--- src/design/rgcn_pkg.sv ---
package rgcn_pkg;

   localparam int unsigned TABLE_DEPTH_DEF = 64;
   localparam int          ADDR_W          = 31;
   localparam int          FUNC_W          = 2;
   localparam int          STATUS_W        = 3;

   localparam logic [ADDR_W-1:0] RING_SIZE = 31'h7fff_ffff;

   localparam logic [FUNC_W-1:0] FUNC_INSERT  = 2'd0;
   localparam logic [FUNC_W-1:0] FUNC_REMOVE  = 2'd1;
   localparam logic [FUNC_W-1:0] FUNC_ROUTE   = 2'd2;
   localparam logic [FUNC_W-1:0] FUNC_NEAREST = 2'd3;

   localparam logic [STATUS_W-1:0] ST_OK         = 3'd0;
   localparam logic [STATUS_W-1:0] ST_FULL       = 3'd1;
   localparam logic [STATUS_W-1:0] ST_ABSENT     = 3'd2;
   localparam logic [STATUS_W-1:0] ST_EMPTY      = 3'd3;
   localparam logic [STATUS_W-1:0] ST_NOT_CLOSER = 3'd4;

   typedef enum logic [3:0] {
      S_CLEAR,
      S_IDLE,
      S_SCAN,
      S_DRAIN,
      S_EXEC,
      S_DIST1,
      S_DIST2,
      S_DIST3,
      S_RESP
   } state_type;

   typedef struct packed {
      logic clear_wr;
      logic load;
      logic scan_rd;
      logic exec;
      logic dist1;
      logic dist2;
      logic dist3;
      logic rsp_load;
   } cmd_type;

   typedef struct packed {
      logic addr_last;
      logic go_dist;
      logic rsp_busy;
   } stat_type;

endpackage

--- src/design/ring_greedy_closest_node_unit.sv ---
// Ring closest-node table: holds up to TABLE_DEPTH unique 31-bit addresses in a memory
// with one write port and one read port and answers insert, remove, greedy route and
// nearest queries, one result word per request word. Every request scans the whole table
// one entry per cycle through the memory read port, then passes a drain step and an
// execute step; queries on a non-empty table then run the distance steps before the
// response step, which waits while a pending result has not been taken on rsp_ready. After
// reset a clearing pass over every entry runs with req_ready low. A result waits in an
// output register, so one request may be accepted while the previous result is still pending.
module ring_greedy_closest_node_unit #(
   parameter int unsigned TABLE_DEPTH = rgcn_pkg::TABLE_DEPTH_DEF
) (
   input  logic                          clock,
   input  logic                          reset,
   input  logic                          req_valid,
   output logic                          req_ready,
   input  logic [rgcn_pkg::FUNC_W-1:0]   req_func,
   input  logic [rgcn_pkg::ADDR_W-1:0]   req_target_addr,
   input  logic [rgcn_pkg::ADDR_W-1:0]   req_source_addr,
   output logic                          rsp_valid,
   input  logic                          rsp_ready,
   output logic [rgcn_pkg::STATUS_W-1:0] rsp_status,
   output logic [rgcn_pkg::ADDR_W-1:0]   rsp_next_node
);

   rgcn_pkg::cmd_type  cmd;
   rgcn_pkg::stat_type stat;

   rgcn_ctrl u_ctrl (
      .clock     (clock),
      .reset     (reset),
      .req_valid (req_valid),
      .req_ready (req_ready),
      .stat      (stat),
      .cmd       (cmd)
   );

   rgcn_datapath #(
      .TABLE_DEPTH (TABLE_DEPTH)
   ) u_datapath (
      .clock           (clock),
      .reset           (reset),
      .req_func        (req_func),
      .req_target_addr (req_target_addr),
      .req_source_addr (req_source_addr),
      .rsp_valid       (rsp_valid),
      .rsp_ready       (rsp_ready),
      .rsp_status      (rsp_status),
      .rsp_next_node   (rsp_next_node),
      .cmd             (cmd),
      .stat            (stat)
   );

endmodule

--- src/design/rgcn_ctrl.sv ---
module rgcn_ctrl (
   input  logic               clock,
   input  logic               reset,
   input  logic               req_valid,
   output logic               req_ready,
   input  rgcn_pkg::stat_type stat,
   output rgcn_pkg::cmd_type  cmd
);

   rgcn_pkg::state_type state_ff, state_in;

   always_ff @(posedge clock) begin
      if (reset) begin
         state_ff <= rgcn_pkg::S_CLEAR;
      end else begin
         state_ff <= state_in;
      end
   end

   always_comb begin
      state_in  = state_ff;
      cmd       = '0;
      req_ready = 1'b0;
      unique case (state_ff)
         rgcn_pkg::S_CLEAR: begin
            cmd.clear_wr = 1'b1;
            if (stat.addr_last) begin
               state_in = rgcn_pkg::S_IDLE;
            end
         end
         rgcn_pkg::S_IDLE: begin
            req_ready = 1'b1;
            if (req_valid) begin
               cmd.load = 1'b1;
               state_in = rgcn_pkg::S_SCAN;
            end
         end
         rgcn_pkg::S_SCAN: begin
            cmd.scan_rd = 1'b1;
            if (stat.addr_last) begin
               state_in = rgcn_pkg::S_DRAIN;
            end
         end
         rgcn_pkg::S_DRAIN: begin
            state_in = rgcn_pkg::S_EXEC;
         end
         rgcn_pkg::S_EXEC: begin
            cmd.exec = 1'b1;
            state_in = stat.go_dist ? rgcn_pkg::S_DIST1 : rgcn_pkg::S_RESP;
         end
         rgcn_pkg::S_DIST1: begin
            cmd.dist1 = 1'b1;
            state_in  = rgcn_pkg::S_DIST2;
         end
         rgcn_pkg::S_DIST2: begin
            cmd.dist2 = 1'b1;
            state_in  = rgcn_pkg::S_DIST3;
         end
         rgcn_pkg::S_DIST3: begin
            cmd.dist3 = 1'b1;
            state_in  = rgcn_pkg::S_RESP;
         end
         rgcn_pkg::S_RESP: begin
            if (!stat.rsp_busy) begin
               cmd.rsp_load = 1'b1;
               state_in     = rgcn_pkg::S_IDLE;
            end
         end
         default: begin
            state_in = rgcn_pkg::S_CLEAR;
         end
      endcase
   end

   a_accept_starts_scan: assert property (@(posedge clock) disable iff (reset)
      (req_valid && req_ready) |=> (state_ff == rgcn_pkg::S_SCAN))
      else $error("accepted word did not start a scan");

   a_exec_branch: assert property (@(posedge clock) disable iff (reset)
      (state_ff == rgcn_pkg::S_EXEC) |=>
         (state_ff == rgcn_pkg::S_DIST1 || state_ff == rgcn_pkg::S_RESP))
      else $error("bad branch after execute");

endmodule

--- src/design/rgcn_datapath.sv ---
module rgcn_datapath #(
   parameter int unsigned TABLE_DEPTH = rgcn_pkg::TABLE_DEPTH_DEF
) (
   input  logic                            clock,
   input  logic                            reset,
   input  logic [rgcn_pkg::FUNC_W-1:0]     req_func,
   input  logic [rgcn_pkg::ADDR_W-1:0]     req_target_addr,
   input  logic [rgcn_pkg::ADDR_W-1:0]     req_source_addr,
   output logic                            rsp_valid,
   input  logic                            rsp_ready,
   output logic [rgcn_pkg::STATUS_W-1:0]   rsp_status,
   output logic [rgcn_pkg::ADDR_W-1:0]     rsp_next_node,
   input  rgcn_pkg::cmd_type               cmd,
   output rgcn_pkg::stat_type              stat
);

   localparam int AW = $clog2(TABLE_DEPTH);
   localparam int KW = rgcn_pkg::ADDR_W;

   logic [KW:0]   mem_ram [TABLE_DEPTH];
   logic          mem_we;
   logic [AW-1:0] mem_waddr;
   logic [KW:0]   mem_wdata;

   logic [AW-1:0] addr_ff, addr_in;
   logic          addr_last;
   logic [KW:0]   rd_data_ff;
   logic [AW-1:0] rd_idx_ff;
   logic          rd_vld_ff;

   logic [rgcn_pkg::FUNC_W-1:0] func_ff;
   logic [KW-1:0] tgt_ff, src_ff;

   logic          any_ff, found_ff, free_ff, has_s_ff, has_p_ff;
   logic [AW-1:0] found_idx_ff, free_idx_ff;
   logic [KW-1:0] kmin_ff, kmax_ff, succ_ff, pred_ff;

   logic [KW-1:0] cand_s_ff, cand_p_ff, cand_s_in, cand_p_in;
   logic [KW-1:0] dabs_s_ff, dabs_p_ff, dabs_src_ff;
   logic [KW-1:0] ring_s_ff, ring_p_ff, ring_src_ff;

   logic [rgcn_pkg::STATUS_W-1:0] res_status_ff, res_status_in;
   logic [KW-1:0]                 res_node_ff, res_node_in;
   logic                          rsp_valid_ff;
   logic [rgcn_pkg::STATUS_W-1:0] rsp_status_ff;
   logic [KW-1:0]                 rsp_node_ff;

   logic          rd_v;
   logic [KW-1:0] rd_k;
   logic          is_query;
   logic [KW-1:0] ch_node;
   logic [KW-1:0] ch_dist;

   function automatic logic [KW-1:0] abs_diff(input logic [KW-1:0] a, input logic [KW-1:0] b);
      abs_diff = (a > b) ? (a - b) : (b - a);
   endfunction

   function automatic logic [KW-1:0] ring_min(input logic [KW-1:0] d);
      logic [KW-1:0] w;
      w        = rgcn_pkg::RING_SIZE - d;
      ring_min = (d < w) ? d : w;
   endfunction

   assign addr_last = (addr_ff == AW'(TABLE_DEPTH - 1));
   assign addr_in   = addr_last ? '0 : addr_ff + AW'(1);
   assign rd_v      = rd_data_ff[KW];
   assign rd_k      = rd_data_ff[KW-1:0];
   assign is_query  = func_ff[1];

   always_comb begin
      mem_we    = 1'b0;
      mem_waddr = addr_ff;
      mem_wdata = '0;
      res_status_in = rgcn_pkg::ST_OK;
      res_node_in   = '0;
      if (cmd.clear_wr) begin
         mem_we = 1'b1;
      end else if (cmd.exec) begin
         unique case (func_ff)
            rgcn_pkg::FUNC_INSERT: begin
               if (!found_ff) begin
                  if (free_ff) begin
                     mem_we    = 1'b1;
                     mem_waddr = free_idx_ff;
                     mem_wdata = {1'b1, tgt_ff};
                  end else begin
                     res_status_in = rgcn_pkg::ST_FULL;
                  end
               end
            end
            rgcn_pkg::FUNC_REMOVE: begin
               if (found_ff) begin
                  mem_we    = 1'b1;
                  mem_waddr = found_idx_ff;
               end else begin
                  res_status_in = rgcn_pkg::ST_ABSENT;
               end
            end
            rgcn_pkg::FUNC_ROUTE, rgcn_pkg::FUNC_NEAREST: begin
               if (!any_ff) begin
                  res_status_in = rgcn_pkg::ST_EMPTY;
               end
            end
            default: begin
               res_status_in = rgcn_pkg::ST_OK;
            end
         endcase
      end
      ch_node = (ring_s_ff < ring_p_ff) ? cand_s_ff : cand_p_ff;
      ch_dist = (ring_s_ff < ring_p_ff) ? ring_s_ff : ring_p_ff;
      if (cmd.dist3) begin
         if ((func_ff == rgcn_pkg::FUNC_ROUTE) && !(ch_dist < ring_src_ff)) begin
            res_status_in = rgcn_pkg::ST_NOT_CLOSER;
         end else begin
            res_node_in = ch_node;
         end
      end
   end

   assign cand_s_in = has_s_ff ? succ_ff : kmin_ff;
   assign cand_p_in = has_p_ff ? pred_ff : kmax_ff;

   always_ff @(posedge clock) begin
      if (mem_we) begin
         mem_ram[mem_waddr] <= mem_wdata;
      end
      rd_data_ff <= mem_ram[addr_ff];
      rd_idx_ff  <= addr_ff;
   end

   always_ff @(posedge clock) begin
      if (reset) begin
         addr_ff      <= '0;
         rd_vld_ff    <= 1'b0;
         rsp_valid_ff <= 1'b0;
         any_ff       <= 1'b0;
         found_ff     <= 1'b0;
         free_ff      <= 1'b0;
         has_s_ff     <= 1'b0;
         has_p_ff     <= 1'b0;
      end else begin
         rd_vld_ff <= cmd.scan_rd;
         if (cmd.clear_wr || cmd.scan_rd) begin
            addr_ff <= addr_in;
         end
         if (cmd.rsp_load) begin
            rsp_valid_ff <= 1'b1;
         end else if (rsp_ready) begin
            rsp_valid_ff <= 1'b0;
         end
         if (cmd.load) begin
            any_ff   <= 1'b0;
            found_ff <= 1'b0;
            free_ff  <= 1'b0;
            has_s_ff <= 1'b0;
            has_p_ff <= 1'b0;
         end else if (rd_vld_ff) begin
            if (!rd_v) begin
               free_ff <= 1'b1;
            end else begin
               any_ff <= 1'b1;
               if (rd_k == tgt_ff) begin
                  found_ff <= 1'b1;
               end
               if (rd_k > tgt_ff) begin
                  has_s_ff <= 1'b1;
               end else begin
                  has_p_ff <= 1'b1;
               end
            end
         end
      end
   end

   always_ff @(posedge clock) begin
      if (cmd.load) begin
         func_ff <= req_func;
         tgt_ff  <= req_target_addr;
         src_ff  <= req_source_addr;
      end
      if (rd_vld_ff) begin
         if (!rd_v) begin
            if (!free_ff) begin
               free_idx_ff <= rd_idx_ff;
            end
         end else begin
            if (!any_ff || rd_k < kmin_ff) begin
               kmin_ff <= rd_k;
            end
            if (!any_ff || rd_k > kmax_ff) begin
               kmax_ff <= rd_k;
            end
            if (rd_k == tgt_ff && !found_ff) begin
               found_idx_ff <= rd_idx_ff;
            end
            if (rd_k > tgt_ff) begin
               if (!has_s_ff || rd_k < succ_ff) begin
                  succ_ff <= rd_k;
               end
            end else begin
               if (!has_p_ff || rd_k > pred_ff) begin
                  pred_ff <= rd_k;
               end
            end
         end
      end
      if (cmd.dist1) begin
         cand_s_ff   <= cand_s_in;
         cand_p_ff   <= cand_p_in;
         dabs_s_ff   <= abs_diff(cand_s_in, tgt_ff);
         dabs_p_ff   <= abs_diff(cand_p_in, tgt_ff);
         dabs_src_ff <= abs_diff(src_ff, tgt_ff);
      end
      if (cmd.dist2) begin
         ring_s_ff   <= ring_min(dabs_s_ff);
         ring_p_ff   <= ring_min(dabs_p_ff);
         ring_src_ff <= ring_min(dabs_src_ff);
      end
      if (cmd.exec || cmd.dist3) begin
         res_status_ff <= res_status_in;
         res_node_ff   <= res_node_in;
      end
      if (cmd.rsp_load) begin
         rsp_status_ff <= res_status_ff;
         rsp_node_ff   <= res_node_ff;
      end
   end

   assign stat.addr_last = addr_last;
   assign stat.go_dist   = is_query && any_ff;
   assign stat.rsp_busy  = rsp_valid_ff && !rsp_ready;

   assign rsp_valid     = rsp_valid_ff;
   assign rsp_status    = rsp_status_ff;
   assign rsp_next_node = rsp_node_ff;

   a_no_overwrite: assert property (@(posedge clock) disable iff (reset)
      cmd.rsp_load |-> !(rsp_valid_ff && !rsp_ready))
      else $error("pending result word overwritten");

   a_dist_nonempty: assert property (@(posedge clock) disable iff (reset)
      cmd.dist1 |-> (any_ff && is_query))
      else $error("distance step on empty table or update");

endmodule
--- config.mk ---
export PLATFORM = sky130hd
export DESIGN_NAME = ring_greedy_closest_node_unit
export DESIGN_NICKNAME = d
export VERILOG_FILES = /design/src/design/rgcn_pkg.sv /design/src/design/ring_greedy_closest_node_unit.sv /design/src/design/rgcn_ctrl.sv /design/src/design/rgcn_datapath.sv
export SDC_FILE = /design/constraint.sdc
export NUM_CORES = 2
export LEC_CHECK = 0
export ABC_AREA = 1
export BUFFER_PORTS_ARGS = -buffer_cell sky130_fd_sc_hd__buf_2
export CAP_MARGIN = 10
export CORE_ASPECT_RATIO = 0.7
export CORE_MARGIN = 8
export CORE_UTILIZATION = 50
export DETAILED_ROUTE_END_ITERATION = 10
export PLACE_DENSITY = 0.67
export SLEW_MARGIN = 20
export SYNTH_ARGS = -nofsm -noshare
export SYNTH_HDL_FRONTEND = slang
export SYNTH_SLANG_ARGS = --single-unit
--- constraint.sdc ---
create_clock -name clock -period 10.95 [get_ports clock]
set_input_delay 1.6425 -clock clock [delete_from_list [all_inputs] [get_ports clock]]
set_output_delay 1.6425 -clock clock [all_outputs]
set_load 0.02 [all_outputs]
== Yosys cells after proc, flatten, opt, wreduce, memory -nomap -nowiden ==
Memories as Yosys holds them, arrays and structs flattened. A register that Yosys moved wholly into a read port is not among the register bits.
Cells that the tools add are included.

* Bits in registers: 539
* RAM bits: 2048
* Bits of input ports: 68
* Output and inout bits: 36
* Memories: 1

{| class="wikitable"
|+ Memories
! memory !! depth !! bits a word !! rd ports !! clocked after memory_dff !! wr ports !! RTL line !! source
|-
| u_datapath.mem_ram || 64 || 32 || 1 || 1 || 1 || rgcn_datapath.sv:20 || <nowiki>logic [KW:0] mem_ram [TABLE_DEPTH];</nowiki>
|}

* Add/sub/neg operators: 10
* $lt $le $gt $ge: 13
* Equality and inequality tests: 17
* Multiplexer cells: 58
* Bitwise operators: 4
* Reduce and logical (&&, ||, !) cells: 34

{| class="wikitable"
|+ Operator list
! operator !! number
|-
| $mux W31 || 10
|-
| $lt A31 B31 Y1 || 7
|-
| $gt A31 B31 Y1 || 6
|-
| $sub A31 B31 Y31 || 6
|-
| $mux W32 || 5
|-
| $sub A31 B31 Y31 const A || 3
|-
| $mux W6 || 6
|-
| $pmux W4 S9 || 1
|-
| $eq A31 B31 Y1 || 1
|-
| $mux W1 || 21
|-
| $reduce_and A3 Y1 || 7
|-
| $mux W4 || 5
|-
| $eq A4 B3 Y1 const B || 4
|-
| $mux W3 || 5
|-
| $pmux W6 S2 || 1
|-
| $reduce_and A4 Y1 || 3
|-
| $pmux W3 S3 || 1
|-
| $eq A4 B2 Y1 const B || 2
|-
| $add A6 B1 Y6 const B || 1
|-
| $eq A6 B6 Y1 const B || 1
|-
| $logic_not A1 Y1 || 6
|-
| $logic_or A1 B1 Y1 || 6
|-
| $reduce_or A2 Y1 || 3
|-
| $eq A2 B2 Y1 const B || 2
|-
| 13 further kinds || 23
|}

== Logic depth before layout (Yosys ltp) ==
* Depth after elaboration: 7
* Mapped depth: 30
* Mapped depth without buffers: 28

== Hierarchy ==
Synthesis repeated with hierarchy kept, for this count alone.

* Cell total of the unflattened synthesis: 9574
* Area, all modules: 114358.4 um^2

{| class="wikitable"
|+ Modules (own cells, without submodules)
! module !! instances !! cells each !! area an instance (um^2) !! sequential area each (um^2)
|-
| rgcn_datapath || 1 || 9520 || 114056.9 || 77924.7
|-
| rgcn_ctrl || 1 || 54 || 301.5 || 80.1
|}

== Worst setup path before layout ==
Ideal clock, no wire load.

* Path kind: flip-flop to flip-flop
* Start point: register u_ctrl.state_ff[0]
* End point: register u_datapath.cand_p_ff[0], enable pin
* Arrival time: 6944 ps
* Setup slack: 3333 ps
* Cell stages (with the launch flop): 3
* Period minus slack after synthesis: 7617 ps
* Cell sequence: dfxtp_1 -> nand2_1 -> nor2_1

* Longest elaborated chain between the ends: 2

{| class="wikitable"
|+ Ends and longest elaborated chain
! element !! RTL line !! source
|-
| start, declared || rgcn_ctrl.sv:10 || <nowiki>rgcn_pkg::state_type state_ff, state_in;</nowiki>
|-
| start signal, assigned || rgcn_ctrl.sv:14 || <nowiki>state_ff <= rgcn_pkg::S_CLEAR;</nowiki>
|-
| start signal, assigned || rgcn_ctrl.sv:16 || <nowiki>state_ff <= state_in;</nowiki>
|-
| $eq A4 B3 Y1 || rgcn_ctrl.sv:24 || <nowiki>unique case (state_ff)</nowiki>
|-
| $mux W1 || rgcn_ctrl.sv:24 ||
|-
| end signal, assigned || rgcn_datapath.sv:209 || <nowiki>cand_p_ff <= cand_p_in;</nowiki>
|-
| end, declared || rgcn_datapath.sv:38 || <nowiki>logic [KW-1:0] cand_s_ff, cand_p_ff, cand_s_in, cand_p_in;</nowiki>
|}

Every way passes these cells.
A chain may end at the register's enable or synchronous reset.

== Final worst setup path ==
* Start point: register u_datapath.ring_s_ff[26]
* End point: register u_datapath.res_node_ff[19], data pin

* Longest elaborated chain between the ends: 6
* Elaborated cells on any way between the ends: 7

{| class="wikitable"
|+ Ends and longest elaborated chain
! element !! RTL line !! source
|-
| start, declared || rgcn_datapath.sv:40 || <nowiki>logic [KW-1:0] ring_s_ff, ring_p_ff, ring_src_ff;</nowiki>
|-
| start signal, assigned || rgcn_datapath.sv:215 || <nowiki>ring_s_ff <= ring_min(dabs_s_ff);</nowiki>
|-
| $lt A31 B31 Y1 || rgcn_datapath.sv:109, rgcn_datapath.sv:110 ||
|-
| $mux W31 || rgcn_datapath.sv:110 || <nowiki>ch_dist = (ring_s_ff < ring_p_ff) ? ring_s_ff : ring_p_ff;</nowiki>
|-
| $lt A31 B31 Y1 || rgcn_datapath.sv:112 || <nowiki>if ((func_ff == rgcn_pkg::FUNC_ROUTE) && !(ch_dist < ring_src_ff)) begin</nowiki>
|-
| $logic_not A1 Y1 || rgcn_datapath.sv:112 ||
|-
| $logic_and A1 B1 Y1 || rgcn_datapath.sv:112 ||
|-
| $reduce_or A2 Y1 (no source line) || n/a ||
|-
| end signal, assigned || rgcn_datapath.sv:221 || <nowiki>res_node_ff <= res_node_in;</nowiki>
|-
| end, declared || rgcn_datapath.sv:43 || <nowiki>logic [KW-1:0] res_node_ff, res_node_in;</nowiki>
|}

Parallel ways exist; a longest one is shown, timed or not.

==> metrics.txt <==
post-cts sizing count 0; Commonest cells post-synth 2,561 x edfxtp_1, 1,424 x nor2_1, 1,281 x o21ai_0, 701 x nand2_1, 543 x inv_1; worst path required time between 10 and 15 ns; Tmin final about 5.4 ns; Mapped Avg Cell Area 12.2 sq um; Pwr Density around 220 mW/mm^2; period utilisation layout 0.491; TritonCTS buffer count between 200 and 250; R2R setup slack 5.57 ns; Max stage delay on crit path 0.79 ns; asr flop ratio synth 0; CP Capture Type register; Placement Cell Area roughly 0.12 sq mm; Max Cap Viol 0; worst min path class reg2reg; sequential share of the synthesized area 0.685; wire length per cell 30.7 um; via/cell ratio 6.39; largest net degree at the start of global routing between 200 and 250; Clock Latency Late Sink 0.91 ns; GRT Overall Usage 0.306; setup violators final 0; port bufs between 100 and 150; fin nets between 9,000 and 10,000; clk buf depth 4; synth warn 0; most numerous cell in the Yosys netlist edfxtp_1; DIE WIDTH about 590 um; Yosys reg bits around 2,600; Rel. slew slack 0.141; WS Path Type reg2reg; Synth Flop Type edfxtp_1; H-tree levels 4; status finished, final reports clean; Worst Skew about 0.074 ns; worst path bufs/invs 2; fraction of layout cells with a size suffix above 1 0.0837; fmax around 190 MHz; total routed wirelength approximately 390,000 um; RSZ-0062 raised after global routing no; CTS sink cnt approximately 2,600; vias between 80,000 and 90,000; Final Util 0.558; Core ar. approximately 0.23 sq mm; hold path endpoint u_datapath.rsp_next_node[5]; dpl hpwl around 240,000 um; Slew Limit Fails 0; launch point of the worst hold path u_datapath.res_node_ff[5]; Layout Cell Area excl Fill about 0.13 sq mm; vias in the first global route 73,575; drt drc 0; Max FO, Critical Path 57; Area growth syn-to-layout 11.0%; Die H a little over 400 um; # hold bufs at CTS 0; mapped cell area 0.114 sq mm; crit path DAT just over 6 ns; CTS tree yes; Post-synth EDFFs 2,561; Post-Syn Nets just under 10,000; Slew @ Worst Pin 1.29 ns; Final GP Congestion 1.11; grt total ovfl 0; Distinct cells, synth 56; wire length of the first global-routing pass approximately 540,000 um; worst r2r src u_datapath.ring_s_ff[26]; DRT iter0 DRCs ~14,000; Cell Rows 146; final hold violation count 0; Synth Instances about 9,300; setup TNS 0 ns; 1st-pass router iterations 9; io pins about 100; worst path cell trace ha_1 > nand2_1 > nor2_1 > nand2_1 > nor3_1 > nand2_1 > nand2_4 > buf_4 > nor2_1 > a21oi_1 > ha_1 > a21oi_1 > o21ai_0 > nand2_1 > o211ai_1 > a221oi_1 > nand2_1 > nand2_1 > nand2_1 > buf_4 > nor2_1; Area contributors post-synth edfxtp_1 68%, o21ai_0 5.6%, nor2_1 4.7%; Initial Util 0.503; r2r endpoint u_datapath.res_node_ff[19]; clock root buffer clkbuf_16; Worst IR Drop VDD around 0.00021 V; DRT antenna net count 0; top cell type's share of synthesized area 0.676; antenna violations before repair 29; die area around 0.24 sq mm; slowest CP cell buf_4; worst reg2reg path depth 21; Worst-path clk slew roughly 0.070 ns; top cell family by delay on the critical path simple AND/OR/NAND/NOR gates; post-synth top area cell edfxtp_1; cell mode on critical path nand2_1; P_leak just under 40 nW; Hold Crit Depth 0; Startpoint Class register; setup bufs post-CTS 0
how the worst max path moves through the flow:
stage / start / to / slack, ns / cells past startpoint
floorplan: u_ctrl.state_ff[0] / u_datapath.cand_p_ff[0] / 3.33 / 2
global placement: u_datapath.ring_s_ff[26] / u_datapath.res_node_ff[14] / 5.65 / 21
detailed placement: u_datapath.ring_s_ff[25] / u_datapath.res_node_ff[26] / 5.70 / 21
CTS: u_datapath.ring_s_ff[26] / u_datapath.res_node_ff[19] / 5.66 / 21
global route: u_datapath.ring_s_ff[26] / u_datapath.res_node_ff[19] / 5.17 / 21
finish: u_datapath.ring_s_ff[26] / u_datapath.res_node_ff[19] / 5.57 / 21
cells by family (layout without fill, tap and decap cells):
logic type | Yosys count | after routing | synth area share
AO/OA/AOI/OAI | 2609 | 2609 | 0.132
XOR/XNOR | 177 | 177 | 0.0136
adder cells (fa/ha/maj) | 401 | 401 | 0.0445
buffers and inverters | 1040 | 1262 | 0.0361
flip-flops | 2616 | 2616 | 0.685
multiplexers | 50 | 50 | 0.00440
other | 0 | 4 | 0
AND/OR/NAND/NOR | 2424 | 2424 | 0.0841
stage by stage:
step           worst slack [ns]  hold slack, ns  instances  power (mW)
2_1_floorplan              3.33           0.329       9317        16.1
3_3_place_gp               5.65           0.407      12139        19.0
3_5_place_dp               5.70           0.410      12142        19.2
4_1_cts                    5.66           0.428      12573        27.5
5_1_grt                    5.17           0.433      12573        28.7
6_report                   5.57           0.426      12577        27.9
cell type report:
type | instances | area (sq um)
Sequential cell | 2616 | 78000
Tap cell | 3034 | 3800
Clock inverter | 147 | 1550
Antenna cell | 4 | 10.0
Inverter | 554 | 2110
Fill cell | 18258 | 100000
Timing Repair Buffer | 277 | 1960
Multi-Input combinational cell | 5661 | 32600
Clock buffer | 284 | 6260
report_power, final:
part           leakage (nW)  switching (mW)  internal (mW)
logic                  15.9            5.62           1.76
registers              19.6           0.560           11.4
clock network          3.81            3.75           4.75
sequential cells by signal (all words and copies together) (netlist names), 6 cells and up:
signal / cells
u_datapath.addr_ff: 6
u_datapath.cand_p_ff: 31
u_datapath.cand_s_ff: 31
u_datapath.dabs_p_ff: 31
u_datapath.dabs_s_ff: 31
u_datapath.dabs_src_ff: 31
u_datapath.found_idx_ff: 6
u_datapath.free_idx_ff: 6
u_datapath.kmax_ff: 31
u_datapath.kmin_ff: 31
u_datapath.mem_ram: 2048
u_datapath.pred_ff: 31
u_datapath.rd_data_ff: 32
u_datapath.rd_idx_ff: 6
u_datapath.res_node_ff: 31
u_datapath.ring_p_ff: 30
u_datapath.ring_s_ff: 30
u_datapath.ring_src_ff: 30
u_datapath.rsp_next_node: 31
u_datapath.src_ff: 31
u_datapath.succ_ff: 31
u_datapath.tgt_ff: 31
metal layers:
| layer | GRT usage | part of all wire | vias to the layer above |
|---|---|---|---|
| li1 | - | - | 34310 |
| met1 | 0.472 | 0.42 | 39696 |
| met2 | 0.397 | 0.39 | 5710 |
| met3 | 0.125 | 0.17 | 681 |
| met4 | 0.0697 | 0.026 | 14 |
| met5 | 0.0154 | 0.0021 | - |
cells in the final DEF, fill, tap and decap left out, drive strengths merged, types with 16 or more instances in the layout:
master       n
inv        558
buf        277
o211ai      78
clkbuf     284
o21a        16
ha         395
a211oi      16
bufinv      29
mux2i       50
nor3        36
o21ai     1345
a21oi      472
a221o       18
edfxtp    2561
clkinv      98
xor2       140
clkinvlp    16
o22ai      319
nor2      1428
xnor2       37
nand4       45
nand2      705
o221ai     212
dfxtp       55
a31oi       54
nand3      191
No activity file was read; power rests on OpenSTA's default activity.
